==> config.mk <==
export PLATFORM = sky130hd
export DESIGN_NAME = sse_event_stream_parser
export DESIGN_NICKNAME = d
export VERILOG_FILES = /design/src/rtl/core/sse_pkg.sv /design/src/rtl/core/sse_event_stream_parser.sv /design/src/rtl/core/sse_in_stage.sv /design/src/rtl/core/sse_core.sv /design/src/rtl/core/sse_out_stage.sv
export SDC_FILE = /design/constraint.sdc
export NUM_CORES = 1
export LEC_CHECK = 0
export BUFFER_PORTS_ARGS = -buffer_cell sky130_fd_sc_hd__buf_2
export CAP_MARGIN = 20
export CORE_AREA = 2 2 200 153
export CTS_BUF_LIST = sky130_fd_sc_hd__clkbuf_16
export DETAILED_ROUTE_END_ITERATION = 7
export DIE_AREA = 0 0 202 155
export PLACE_DENSITY = 0.81
export SLEW_MARGIN = 25
export SYNTH_ARGS = -nofsm -noshare
export SYNTH_HDL_FRONTEND = slang
export SYNTH_SLANG_ARGS = --single-unit
==> constraint.sdc <==
create_clock -name clk -period 9.1 [get_ports clk]
set_input_delay 1.82 -clock clk [delete_from_list [all_inputs] [get_ports clk]]
set_output_delay 1.82 -clock clk [all_outputs]
set_load 0.01 [all_outputs]
==> src/rtl/core/sse_pkg.sv <==
// shared types, constants and helpers of the event stream parser
package sse_pkg;

	localparam int CNT_W = 24;
	localparam logic [CNT_W-1:0] MAX_EVENT_RESET = 24'd8388608;

	localparam int RETRY_W = 64;
	// accumulated retry values never exceed the signed maximum
	localparam int RACC_W = 63;

	localparam logic [3:0] TK_DATA_BYTE = 4'd0;
	localparam logic [3:0] TK_DATA_BREAK = 4'd1;
	localparam logic [3:0] TK_TYPE_BEGIN = 4'd2;
	localparam logic [3:0] TK_TYPE_BYTE = 4'd3;
	localparam logic [3:0] TK_ID_BEGIN = 4'd4;
	localparam logic [3:0] TK_ID_BYTE = 4'd5;
	localparam logic [3:0] TK_DISPATCH = 4'd6;
	localparam logic [3:0] TK_DISCARD = 4'd7;
	localparam logic [3:0] TK_ERROR = 4'd8;

	localparam logic [7:0] CH_BOM0 = 8'hEF;
	localparam logic [7:0] CH_BOM1 = 8'hBB;
	localparam logic [7:0] CH_BOM2 = 8'hBF;
	localparam logic [7:0] CH_CR = 8'h0D;
	localparam logic [7:0] CH_LF = 8'h0A;
	localparam logic [7:0] CH_COLON = 8'h3A;
	localparam logic [7:0] CH_SPACE = 8'h20;
	localparam logic [7:0] CH_NUL = 8'h00;
	localparam logic [7:0] CH_ZERO = 8'h30;
	localparam logic [7:0] CH_NINE = 8'h39;

	// field name slots: data, event, id, retry
	localparam logic [1:0] FN_DATA = 2'd0;
	localparam logic [1:0] FN_EVENT = 2'd1;
	localparam logic [1:0] FN_ID = 2'd2;
	localparam logic [1:0] FN_RETRY = 2'd3;
	localparam logic [2:0] NAME_LEN [4] = '{3'd4, 3'd5, 3'd2, 3'd5};

	typedef struct packed {
		logic                     valid;
		logic [3:0]               kind;
		logic [7:0]               byte_value;
		logic                     id_seen;
		logic                     type_given;
		logic [RETRY_W-1:0]       retry_value;
	} result_t;

	function automatic logic [7:0] name_char(logic [1:0] k, logic [2:0] idx);
		logic [7:0] c;
		c = CH_NUL;
		unique case (k)
			FN_DATA: begin
				unique case (idx)
					3'd0: c = "d";
					3'd1: c = "a";
					3'd2: c = "t";
					3'd3: c = "a";
					default: c = CH_NUL;
				endcase
			end
			FN_EVENT: begin
				unique case (idx)
					3'd0: c = "e";
					3'd1: c = "v";
					3'd2: c = "e";
					3'd3: c = "n";
					3'd4: c = "t";
					default: c = CH_NUL;
				endcase
			end
			FN_ID: begin
				unique case (idx)
					3'd0: c = "i";
					3'd1: c = "d";
					default: c = CH_NUL;
				endcase
			end
			default: begin
				unique case (idx)
					3'd0: c = "r";
					3'd1: c = "e";
					3'd2: c = "t";
					3'd3: c = "r";
					3'd4: c = "y";
					default: c = CH_NUL;
				endcase
			end
		endcase
		return c;
	endfunction

	// drop the candidates that the next name byte rules out
	function automatic logic [3:0] name_match(logic [3:0] cand, logic [2:0] nlen,
		logic [7:0] b);
		logic [3:0] r;
		r = cand;
		for (int k = 0; k < 4; k++) begin
			if (nlen >= NAME_LEN[k] || name_char(2'(k), nlen) != b)
				r[k] = 1'b0;
		end
		return r;
	endfunction

endpackage

==> src/rtl/core/sse_event_stream_parser.sv <==
// top level of the server-sent events stream parser
// Takes one stream byte per cycle while the output is not stalled and gives
// at most one token per byte; the sustained rate of one byte per clock is set
// by the combinational step logic that sits between the input register and
// the result register. A byte's token, if any, passes through the input
// register and then the result register; bytes that cause no token leave no
// trace on the output. Input is held back only while a finished token waits
// at the output. The user must write the event size limit over the cfg channel
// only while the parser is idle; the block itself does not enforce this. An
// error token is given once and the parser then stays silent until reset.
module sse_event_stream_parser (
	input  logic                      clk,
	input  logic                      arst_n,
	input  logic                      s_tvalid,
	output logic                      s_tready,
	input  logic [7:0]                s_tdata,   // stream_byte
	output logic                      m_tvalid,
	input  logic                      m_tready,
	output logic [79:0]               m_tdata,   // byte_value, id_seen, type_given, retry_value, zero pad
	output logic [3:0]                m_tuser,   // token_kind
	input  logic                      cfg_valid,
	output logic                      cfg_ready,
	input  logic [sse_pkg::CNT_W-1:0] cfg_data   // max_event_bytes
);

	logic             valid_s1;
	logic [7:0]       byte_s1;
	logic             out_free;
	logic             step_en;
	sse_pkg::result_t res;

	assign cfg_ready = 1'b1;
	assign step_en = valid_s1 && out_free;

	sse_in_stage u_in (
		.clk      (clk),
		.arst_n   (arst_n),
		.s_tvalid (s_tvalid),
		.s_tready (s_tready),
		.s_tdata  (s_tdata),
		.advance  (out_free),
		.valid_s1 (valid_s1),
		.byte_s1  (byte_s1)
	);

	sse_core u_core (
		.clk     (clk),
		.arst_n  (arst_n),
		.cfg_we  (cfg_valid && cfg_ready),
		.cfg_max (cfg_data),
		.step_en (step_en),
		.byte_s1 (byte_s1),
		.res     (res)
	);

	sse_out_stage u_out (
		.clk      (clk),
		.arst_n   (arst_n),
		.step_en  (step_en),
		.res      (res),
		.out_free (out_free),
		.m_tvalid (m_tvalid),
		.m_tready (m_tready),
		.m_tdata  (m_tdata),
		.m_tuser  (m_tuser)
	);

endmodule

==> src/rtl/core/sse_in_stage.sv <==
// input register stage of the event stream parser
module sse_in_stage (
	input  logic       clk,
	input  logic       arst_n,
	input  logic       s_tvalid,
	output logic       s_tready,
	input  logic [7:0] s_tdata,     // stream_byte
	input  logic       advance,
	output logic       valid_s1,
	output logic [7:0] byte_s1
);

	assign s_tready = !valid_s1 || advance;

	always_ff @(posedge clk or negedge arst_n) begin
		if (!arst_n) begin
			valid_s1 <= 1'b0;
		end else if (s_tready) begin
			valid_s1 <= s_tvalid;
		end
	end

	always_ff @(posedge clk) begin
		if (s_tvalid && s_tready) begin
			byte_s1 <= s_tdata;
		end
	end

endmodule

==> src/rtl/core/sse_core.sv <==
// parser state and the per-byte step logic
module sse_core (
	input  logic                      clk,
	input  logic                      arst_n,
	input  logic                      cfg_we,
	input  logic [sse_pkg::CNT_W-1:0] cfg_max,
	input  logic                      step_en,
	input  logic [7:0]                byte_s1,
	output sse_pkg::result_t          res
);

	localparam logic [2:0] MODE_START = 3'd0;
	localparam logic [2:0] MODE_NAME = 3'd1;
	localparam logic [2:0] MODE_COMMENT = 3'd2;
	localparam logic [2:0] MODE_OTHER = 3'd3;
	localparam logic [2:0] MODE_DATA = 3'd4;
	localparam logic [2:0] MODE_TYPE = 3'd5;
	localparam logic [2:0] MODE_ID = 3'd6;
	localparam logic [2:0] MODE_RETRY = 3'd7;

	localparam logic [1:0] BOM_DONE = 2'd3;

	logic [sse_pkg::CNT_W-1:0]   max_q, cnt_q, n_cnt;
	logic [2:0]                  mode_q, n_mode;
	logic [3:0]                  cand_q, n_cand;
	logic [2:0]                  nlen_q, n_nlen;
	logic                        strip_q, n_strip;
	logic                        cr_q, n_cr;
	logic [1:0]                  bom_q, n_bom;
	logic                        data_q, n_data;
	logic                        idl_q, n_idl;
	logic                        typl_q, n_typl;
	logic [sse_pkg::RACC_W-1:0]  racc_q, n_racc;
	logic                        rval_q, n_rval;
	logic [sse_pkg::RACC_W-1:0]  evr_q, n_evr;
	logic                        evr_none_q, n_evr_none;
	logic                        failed_q, n_failed;

	logic [7:0]                  b;
	logic [7:0]                  bom_char;
	logic                        go, do_fs, eol, skip;
	logic [3:0]                  digit;
	logic [sse_pkg::RACC_W+3:0]  prod;

	assign b = byte_s1;
	assign digit = 4'(b - sse_pkg::CH_ZERO);
	// acc * 10 + digit, fits in four extra bits
	assign prod = {racc_q, 3'b000} + {2'b00, racc_q, 1'b0} + {63'd0, digit};

	always_comb begin
		unique case (bom_q)
			2'd0: bom_char = sse_pkg::CH_BOM0;
			2'd1: bom_char = sse_pkg::CH_BOM1;
			default: bom_char = sse_pkg::CH_BOM2;
		endcase
	end

	always_comb begin
		n_cnt = cnt_q;
		n_mode = mode_q;
		n_cand = cand_q;
		n_nlen = nlen_q;
		n_strip = strip_q;
		n_cr = cr_q;
		n_bom = bom_q;
		n_data = data_q;
		n_idl = idl_q;
		n_typl = typl_q;
		n_racc = racc_q;
		n_rval = rval_q;
		n_evr = evr_q;
		n_evr_none = evr_none_q;
		n_failed = failed_q;
		go = 1'b0;
		do_fs = 1'b0;
		eol = 1'b0;
		skip = 1'b0;
		res = '0;
		res.retry_value = '1;

		if (failed_q) begin
			go = 1'b0;
		end else if (cnt_q >= max_q) begin
			n_failed = 1'b1;
			res.valid = 1'b1;
			res.kind = sse_pkg::TK_ERROR;
		end else begin
			n_cnt = cnt_q + 1'b1;
			go = 1'b1;
			if (bom_q != BOM_DONE) begin
				if (b == bom_char) begin
					n_bom = bom_q + 1'b1;
					go = 1'b0;
				end else begin
					// a broken mark starts an unknown field name
					if (bom_q != 2'd0) begin
						n_mode = MODE_NAME;
						n_cand = 4'd0;
						n_nlen = {1'b0, bom_q};
					end
					n_bom = BOM_DONE;
				end
			end
		end

		if (go) begin
			n_cr = 1'b0;
			if (b == sse_pkg::CH_LF && cr_q) begin
				go = 1'b0;
			end else if (b == sse_pkg::CH_CR || b == sse_pkg::CH_LF) begin
				n_cr = (b == sse_pkg::CH_CR);
				eol = 1'b1;
				if (n_mode == MODE_START) begin
					res.valid = 1'b1;
					res.id_seen = idl_q;
					if (data_q) begin
						res.kind = sse_pkg::TK_DISPATCH;
						res.type_given = typl_q;
						res.retry_value = evr_none_q ? '1 : {1'b0, evr_q};
					end else begin
						res.kind = sse_pkg::TK_DISCARD;
					end
					n_data = 1'b0;
					n_idl = 1'b0;
					n_typl = 1'b0;
					n_evr_none = 1'b1;
					n_cnt = '0;
				end else if (n_mode == MODE_NAME) begin
					do_fs = 1'b1;
				end else if (n_mode == MODE_RETRY && rval_q) begin
					n_evr = racc_q;
					n_evr_none = 1'b0;
				end
			end else begin
				unique case (n_mode)
					MODE_START: begin
						if (b == sse_pkg::CH_COLON) begin
							n_mode = MODE_COMMENT;
						end else begin
							n_mode = MODE_NAME;
							n_cand = sse_pkg::name_match(4'hF, 3'd0, b);
							n_nlen = 3'd1;
						end
					end
					MODE_NAME: begin
						if (b == sse_pkg::CH_COLON) begin
							do_fs = 1'b1;
						end else begin
							n_cand = sse_pkg::name_match(n_cand, n_nlen, b);
							if (n_nlen != 3'd7)
								n_nlen = n_nlen + 1'b1;
						end
					end
					MODE_COMMENT: begin
						skip = 1'b1;
					end
					default: begin
						if (strip_q) begin
							n_strip = 1'b0;
							skip = (b == sse_pkg::CH_SPACE);
						end
						if (!skip) begin
							if (b == sse_pkg::CH_NUL) begin
								n_failed = 1'b1;
								res.valid = 1'b1;
								res.kind = sse_pkg::TK_ERROR;
							end else begin
								unique case (n_mode)
									MODE_DATA: begin
										res.valid = 1'b1;
										res.kind = sse_pkg::TK_DATA_BYTE;
										res.byte_value = b;
									end
									MODE_TYPE: begin
										res.valid = 1'b1;
										res.kind = sse_pkg::TK_TYPE_BYTE;
										res.byte_value = b;
									end
									MODE_ID: begin
										res.valid = 1'b1;
										res.kind = sse_pkg::TK_ID_BYTE;
										res.byte_value = b;
									end
									MODE_RETRY: begin
										if (b >= sse_pkg::CH_ZERO && b <= sse_pkg::CH_NINE &&
											prod[sse_pkg::RACC_W+3:sse_pkg::RACC_W] == 4'd0) begin
											n_racc = prod[sse_pkg::RACC_W-1:0];
											n_rval = 1'b1;
										end else begin
											n_rval = 1'b0;
											n_mode = MODE_OTHER;
										end
									end
									default: begin
										skip = 1'b1;
									end
								endcase
							end
						end
					end
				endcase
			end
		end

		// field name ended: enter its value mode, or skip the value of an unknown name
		if (do_fs) begin
			n_strip = 1'b1;
			if (n_cand[sse_pkg::FN_DATA] && n_nlen == sse_pkg::NAME_LEN[sse_pkg::FN_DATA]) begin
				if (data_q) begin
					res.valid = 1'b1;
					res.kind = sse_pkg::TK_DATA_BREAK;
				end
				n_data = 1'b1;
				n_mode = MODE_DATA;
			end else if (n_cand[sse_pkg::FN_EVENT] &&
				n_nlen == sse_pkg::NAME_LEN[sse_pkg::FN_EVENT]) begin
				n_typl = 1'b1;
				n_mode = MODE_TYPE;
				res.valid = 1'b1;
				res.kind = sse_pkg::TK_TYPE_BEGIN;
			end else if (n_cand[sse_pkg::FN_ID] && n_nlen == sse_pkg::NAME_LEN[sse_pkg::FN_ID]) begin
				n_idl = 1'b1;
				n_mode = MODE_ID;
				res.valid = 1'b1;
				res.kind = sse_pkg::TK_ID_BEGIN;
			end else if (n_cand[sse_pkg::FN_RETRY] &&
				n_nlen == sse_pkg::NAME_LEN[sse_pkg::FN_RETRY]) begin
				n_racc = '0;
				n_rval = 1'b0;
				n_mode = MODE_RETRY;
			end else begin
				n_mode = MODE_OTHER;
			end
		end

		if (eol) begin
			n_mode = MODE_START;
			n_strip = 1'b0;
		end
	end

	always_ff @(posedge clk or negedge arst_n) begin
		if (!arst_n) begin
			max_q <= sse_pkg::MAX_EVENT_RESET;
		end else if (cfg_we) begin
			max_q <= cfg_max;
		end
	end

	always_ff @(posedge clk or negedge arst_n) begin
		if (!arst_n) begin
			cnt_q <= '0;
			mode_q <= MODE_START;
			cand_q <= 4'hF;
			nlen_q <= 3'd0;
			strip_q <= 1'b0;
			cr_q <= 1'b0;
			bom_q <= 2'd0;
			data_q <= 1'b0;
			idl_q <= 1'b0;
			typl_q <= 1'b0;
			racc_q <= '0;
			rval_q <= 1'b0;
			evr_q <= '0;
			evr_none_q <= 1'b1;
			failed_q <= 1'b0;
		end else if (step_en) begin
			cnt_q <= n_cnt;
			mode_q <= n_mode;
			cand_q <= n_cand;
			nlen_q <= n_nlen;
			strip_q <= n_strip;
			cr_q <= n_cr;
			bom_q <= n_bom;
			data_q <= n_data;
			idl_q <= n_idl;
			typl_q <= n_typl;
			racc_q <= n_racc;
			rval_q <= n_rval;
			evr_q <= n_evr;
			evr_none_q <= n_evr_none;
			failed_q <= n_failed;
		end
	end

	a_failed_sticky: assert property (@(posedge clk) disable iff (!arst_n)
		failed_q |=> failed_q)
		else $error("failure flag cleared without reset");

	a_error_sets_failed: assert property (@(posedge clk) disable iff (!arst_n)
		(step_en && res.valid && res.kind == sse_pkg::TK_ERROR) |=> failed_q)
		else $error("error token without failure flag");

	a_silent_after_fail: assert property (@(posedge clk) disable iff (!arst_n)
		(step_en && failed_q) |-> !res.valid)
		else $error("token produced after failure");

	a_retry_only_dispatch: assert property (@(posedge clk) disable iff (!arst_n)
		(res.valid && res.kind != sse_pkg::TK_DISPATCH) |-> res.retry_value == '1)
		else $error("retry value on a token other than dispatch");

endmodule

==> src/rtl/core/sse_out_stage.sv <==
// result register of the event stream parser
module sse_out_stage (
	input  logic             clk,
	input  logic             arst_n,
	input  logic             step_en,
	input  sse_pkg::result_t res,
	output logic             out_free,
	output logic             m_tvalid,
	input  logic             m_tready,
	output logic [79:0]      m_tdata,   // byte_value, id_seen, type_given, retry_value, zero pad
	output logic [3:0]       m_tuser    // token_kind
);

	logic [7:0]                   byte_q;
	logic                         id_q;
	logic                         type_q;
	logic [sse_pkg::RETRY_W-1:0]  retry_q;
	logic [3:0]                   kind_q;

	assign out_free = !m_tvalid || m_tready;

	always_ff @(posedge clk or negedge arst_n) begin
		if (!arst_n) begin
			m_tvalid <= 1'b0;
		end else if (out_free) begin
			m_tvalid <= step_en && res.valid;
		end
	end

	always_ff @(posedge clk) begin
		if (out_free && step_en && res.valid) begin
			byte_q <= res.byte_value;
			id_q <= res.id_seen;
			type_q <= res.type_given;
			retry_q <= res.retry_value;
			kind_q <= res.kind;
		end
	end

	assign m_tdata = {6'd0, retry_q, type_q, id_q, byte_q};
	assign m_tuser = kind_q;

endmodule

; Word level (Yosys, flattened, before mapping)
; Index checks and enable logic that the tools add are counted.
[totals]
input_bits = 37
ff_bits = 282
[classes]
n_eq_ne = 33
add_sub_neg = 6
n_lt_le_gt_ge = 6
n_reduce_logical = 44
n_bitwise = 8
n_mux = 210
[ops]
columns = op, count
row1 = $mux 63, 13
row2 = $mux 8, 42
row3 = $mux 79, 2
row4 = $mux 24, 6
row5 = $mux 66, 2
row6 = $mux 3, 29
row7 = $mux 1, 81
row8 = $add 66x64->67, 1
row9 = $add 67x4->67, 1
row10 = $mux 65, 1
row11 = $mux 64, 1
row12 = $ne 8x8->1, 8
row13 = $pmux 7 s4, 2
row14 = $mux 5, 10
row15 = $mux 4, 10
row16 = $pmux 13 s3, 1
row17 = $pmux 7 s2, 2
row18 = $mux 13, 2
row19 = $add 24x1->24 const B, 1
row20 = $ge 24x24->1, 1
row21 = $eq 3x3->1 const B, 7
row22 = $pmux 7 s3, 1
row23 = $eq 8x4->1 const B, 2
row24 = $eq 8x6->1 const B, 2
row25 = other kinds (39), 79

; Logic depth before layout (Yosys ltp)
[logic_depth]
word_depth = 30
depth_mapped = 24
mapped_depth_nobuf = 20

; Hierarchy
; A second synthesis with hierarchy kept.
[hier_totals]
hier_cells = 1773
area_unflattened_um2 = 17810.8
[by_module_without_submodules]
columns = module, n_inst, area_per_inst_um2, cells_per_inst
row1 = sse_core, 1, 15033.2, 1666
row2 = sse_out_stage, 1, 2466.1, 92
row3 = sse_in_stage, 1, 294.0, 12
row4 = sse_event_stream_parser, 1, 17.5, 3

; Worst setup path before layout
; OpenSTA, ideal clock, no wires.
[synth_path]
kind = register -> register
start = register u_core.cnt_q[0] in the netlist's numbering
end = register u_out.byte_q[0] (enable)
t_required_ns = 8.650
t_arrival_ns = 5.957
slack_ns = 2.693
stages_incl_launch_ff = 23
setup_time_ns = 0.450
path_buffers = 2
cell_sequence = dfrtp_1 -> inv_1 -> ha_1 -> nand2b_1 -> a2111oi_0 -> o21ai_1 -> a311o_1 -> buf_6 -> nor3_1 -> a21oi_1 -> inv_1 -> ha_1 -> clkbuf_1 -> nand2_1 -> nand2_1 -> a21oi_1 -> o21ai_0 -> a211oi_1 -> o22a_1 -> or3_1 -> o21a_1 -> o22ai_1 -> nand2b_1
[synth_between]
elab_chain_len = 24
word_cells_on_any_way = 96
cone_classes = 1 x add/sub / 4 x order compare / 16 x eq/ne / 63 x mux / 12 x reduce/logical
[synth_rtl]
columns = element, line_no
row1 = from (decl), sse_core.sv:23  ; logic [sse_pkg::CNT_W-1:0] max_q, cnt_q, n_cnt;
row2 = from (signal assigned), sse_core.sv:268  ; cnt_q <= n_cnt;
row3 = $ge 24x24->1 *, sse_core.sv:83  ; end else if (cnt_q >= max_q) begin
row4 = $mux 3, sse_core.sv:83
row5 = $mux 3, sse_core.sv:81  ; if (failed_q) begin
row6 = "$eq 3x2->1, or another cell as far along", "sse_pkg.sv:53, sse_pkg.sv:62"
row7 = $reduce_or 2->1 (no line) / $pmux 7 s2 (equally long branches), --
row8 = $pmux 7 s4 / $mux 8 (equally long branches), "sse_pkg.sv:62, sse_core.sv:146"
row9 = $mux 8 (on tied branches), "sse_core.sv:146, sse_core.sv:135"
row10 = $mux 8 (on tied branches), "sse_core.sv:135, sse_core.sv:110"
row11 = [... 8 more ...], --
row12 = $mux 4 (on tied branches), "sse_core.sv:110, sse_core.sv:108"
row13 = $mux 4 (on tied branches), "sse_core.sv:108, sse_core.sv:106"
row14 = $mux 4 / $logic_and 1x1->1 (equally long branches), "sse_core.sv:106, sse_core.sv:221"
row15 = $logic_and 1x1->1 / $mux 5 (equally long branches), "sse_core.sv:215, sse_core.sv:221"
row16 = $mux 5, sse_core.sv:215  ; end else if (n_cand[sse_pkg::FN_EVENT] &&
row17 = $mux 5, sse_core.sv:208  ; if (n_cand[sse_pkg::FN_DATA] && n_nlen == sse_pkg::NAME_LEN[sse_pkg::FN_DATA]) begin
row18 = $mux 5 *, sse_core.sv:206  ; if (do_fs) begin
row19 = $logic_and 1x1->1 *, sse_out_stage.sv:31  ; if (out_free && step_en && res.valid) begin
row20 = to (signal assigned), sse_out_stage.sv:32  ; byte_q <= res.byte_value;
row21 = to (decl), sse_out_stage.sv:14  ; logic [7:0] byte_q;
; Mark *: on every way between the ends. The rest lies on a longest branch, timed or not. The select of a mux whose other input is x is not followed.
; A chain may end at the register's enable or synchronous reset.

; Worst setup path after layout
[layout_path]
start = register u_core.bom_q[0]
end = register u_out.retry_q[22] in the netlist's numbering (enable)
[layout_between]
elab_chain_len = 28
word_cells_on_any_way = 110
cone_classes = 1 x add/sub / 3 x order compare / 19 x eq/ne / 73 x mux / 14 x reduce/logical
[layout_rtl]
columns = element, line_no
row1 = from (decl), sse_core.sv:29  ; logic [1:0] bom_q, n_bom;
row2 = from (signal assigned), sse_core.sv:274  ; bom_q <= n_bom;
row3 = $eq 2x1->1 / $logic_not 2->1 (equally long branches), sse_core.sv:51  ; unique case (bom_q)
row4 = $pmux 7 s2, sse_core.sv:51
row5 = $eq 8x8->1, sse_core.sv:91  ; if (b == bom_char) begin
row6 = $mux 3, sse_core.sv:91
row7 = $mux 3, sse_core.sv:90  ; if (bom_q != BOM_DONE) begin
row8 = $mux 3, sse_core.sv:83
row9 = $mux 3, sse_core.sv:81
row10 = "$eq 3x2->1, or another cell as far along", "sse_pkg.sv:53, sse_pkg.sv:62"
row11 = [... 12 more ...], --
row12 = $mux 4 (on tied branches), "sse_core.sv:110, sse_core.sv:108"
row13 = $mux 4 (on tied branches), "sse_core.sv:108, sse_core.sv:106"
row14 = $mux 4 / $logic_and 1x1->1 (equally long branches), "sse_core.sv:106, sse_core.sv:221"
row15 = $logic_and 1x1->1 / $mux 5 (equally long branches), "sse_core.sv:215, sse_core.sv:221"
row16 = $mux 5, sse_core.sv:215
row17 = $mux 5, sse_core.sv:208
row18 = $mux 5 *, sse_core.sv:206
row19 = $logic_and 1x1->1 *, sse_out_stage.sv:31
row20 = to (signal assigned), sse_out_stage.sv:35  ; retry_q <= res.retry_value;
row21 = to (decl), sse_out_stage.sv:17  ; logic [sse_pkg::RETRY_W-1:0] retry_q;
; Marks and branches as above.

==> results.toml <==
[run_status]
outcome = "completed"

[route]
dr.pass1.iters = 8
post-route-drc-count = 0
wl_um = 46300
dr.first_iter.drc_count = 1409
vias = 14800
via_per_inst = 6.31
ant_nets = 0
wire_per_inst_um = 19.7

[timing]
tns_ns = 0
rsz0062_at_grt = "no"
hold_violations = 0
slew_headroom_pct = 34.3
finalSetupViolations = 0
fmax_mhz = 147
min_period_ns = 6.80
drv_slew = 0
period_share_pct = 74.8
fin_skew_ns = 0.0206
worstMarginPinSlew_ns = 0.986

[pwr]
p_int_mw = 2.17
swShare_pct = 30.2
power_density_nw_per_um2 = 159
pwr-share-comb_pct = 18.7
p_seq_share_pct = 44.8
p_clk_share_pct = 36.4
p_sw_mw = 0.943
p_leak_nw = 8.75
peakVddDrop_uv = 133

[cells_and_area]
utilization_pct = 66.4
final_layout_size_suffix_gt1_share_pct = 12.2
antennaDiodeCount = 0
area_growth_pct = 9.02
fin_cells = 2352
final_area_um2 = 19600
nets = 2125

[floorplan]
initial_utilization_pct = 60.9
coreArea_um2 = 29500
rows = 55
die_y_um = 155
dieArea_um2 = 31300
die_w_um = 202
io_pins = 124

[global_route]
antenna_found_initial = 0
grt_overflow_total = 0
grt_pass1_vias = 14200
grt_max_degree = 86
track_usage_pct = 29.5
grt_pass1_wl_um = 75500

[worst_hold_path]
min_from = "u_core.evr_q[40]"
min_path_type = "reg -> reg"

[placement]
portBuffers = 116
gp_congestion = 0.964
placed_cells = 2297
hpwl_um = 32400
place_area_um2 = 18700

[cts]
clkLatencyLatePin_ns = 0.57
cts_resized = 0
post-cts-setup-buffers = 0
hold_buffers = 0
clk_pin_slew_ns = 0.06
cts_sinks = 282
htree_levels = 1
clk_root_buffer_cell = "clkbuf_16"
clockBufferDepth = 3
cts_tree = "built"
cts_made_buffers = 29

[critical_path]
crit_start = "u_core.bom_q[0]"
cp_data_arrival_time_ns = 7.03
required_ns = 9.33
r2r-start = "u_core.bom_q[0]"
endpoint_kind = "flop"
cp-start-kind = "flop"
path_class = "reg -> reg"
cp_max_fo = 52

[synth]
syn_avg_cell_area_um2 = 9.59
ys_types = 88
synthFlopType = "dfrtp_1"
async_flop_share_pct = 69.5
synthCells = 1877
syn_area_um2 = 18000
ys_ff_latch = 282
synth_area_leaders = "dfrtp_1, edfxtp_1, ha_1"
ys_seq_area_share_pct = 41.7
yosys-top-cells-count = "nand2_1, dfrtp_1, ha_1, nor2_1, a21oi_1"
synth-edff-count = 86
post-synth-top-area-cell = "dfrtp_1"
synth_top_area_share_pct = 26.4
synth_most_common_cell = "nand2_1"
synth_warnings = 0

[job]
cap_violations = 0
## worst paths after layout
kind | end | slack, ns | depth (start not counted)
max | u_out.retry_q[22] | 2.30 | 18
min | u_core.evr_q[40] | 0.48 | 1
max reg2reg | u_out.retry_q[22] | 2.30 | 18
min reg2reg | u_core.evr_q[40] | 0.48 | 1
max in group asynchronous | u_core.max_q[8] | 6.38 | 2
min in group asynchronous | u_core.evr_q[46] | 1.28 | 1
## per-stage QoR
| stage | total power, mW | hold slack, ns | setup WS (ns) |
|---|---|---|---|
| 2_1_floorplan | 1.81 | 0.451 | 2.69 |
| 3_3_place_gp | 1.98 | 0.461 | 2.52 |
| 3_5_place_dp | 1.98 | 0.471 | 2.30 |
| 4_1_cts | 3.11 | 0.484 | 2.27 |
| 5_1_grt | 3.25 | 0.497 | 1.86 |
| 6_report | 3.12 | 0.478 | 2.30 |
## power groups by stage
stage	clock, mW	sequential [mW]	combinational [mW]
5_1_grt	1.21	1.40	0.643
4_1_cts	1.15	1.39	0.568
2_1_floorplan	0	1.39	0.424
3_3_place_gp	0	1.42	0.559
6_report	1.14	1.40	0.584
3_5_place_dp	0	1.42	0.563
## logic make-up after synthesis
kind of cell / after synthesis / share of synthesized area [%]
AO/OA/AOI/OAI: 459 / 16.9
flip-flops: 282 / 41.7
XOR/XNOR: 83 / 4.04
adder cells (fa/ha/maj): 158 / 11.1
AND/OR/NAND/NOR: 645 / 17.6
other: 2 / 0.0417
multiplexers: 71 / 4.40
buffers and inverters: 177 / 4.28
## registers in the layout, summed over array words and instances, names as in the netlist, 2 cells and up
name           flops
u_core.bom_q       2
u_core.cand_q      4
u_core.cnt_q      24
u_core.evr_q      63
u_core.max_q      24
u_core.mode_q      3
u_core.nlen_q      3
u_core.racc_q     63
u_in.byte_s1       8
u_out.byte_q       8
u_out.m_tuser      4
u_out.retry_q     64
## worst max-delay path: stages, from the launching register on
cell and delay, ns:
dfrtp_1 0.51, inv_1 0.23, ha_1 0.27, and3b_1 0.19, o2111a_1 0.31, nor4_1 0.48
nand2_1 0.58, a21oi_1 0.52, inv_1 0.09, ha_1 0.37, nor2_1 0.33, xnor2_1 0.09
or3_1 0.31, or4_1 0.52, o31ai_1 0.47, and3_1 0.31, nand3_1 0.16, nand2b_4 0.37
buf_16 0.32
## routing by layer
layer	up-vias	part of all wire (%)	GRT usage, %
li1	6999	-	-
met1	7205	48	44.8
met2	573	43	44.0
met3	68	7.7	5.80
met4	0	1.7	6.27
met5	-	0	0
## cell usage in the layout (no fill, tap or decap), types with 8 or more instances in the layout
cell,netlist,routed
o21a_1,17,17
nand3b_1,8,8
a211oi_1,15,15
a21o_1,34,34
o22ai_1,10,10
nor4_1,10,10
clkbuf_16,0,29
ha_1,156,156
buf_4,9,11
nor3_1,24,24
buf_2,10,115
xor2_1,34,34
nor2b_1,8,8
nor2_1,114,114
a22oi_1,56,56
or3_1,74,74
mux2_1,22,22
o21bai_1,21,21
dfrtp_1,190,190
mux2_2,43,43
xnor2_1,49,49
nand4_1,33,33
o211ai_1,13,13
o21ai_0,97,97
a31oi_1,14,14
inv_1,65,75
and2_1,17,17
nand2_1,199,197
edfxtp_1,86,86
and3_1,18,18
a21oi_1,105,105
nand3_1,101,101
## layout make-up
class	instances	area, um2
clock buffers	29	726
flip-flops and latches	282	7500
well taps	399	499
multi-input cells	1423	9770
repair buffers	128	699
fillers	2372	9910
clock inverters	25	170
inverters	66	248
(Power assumes the default switching activity.)
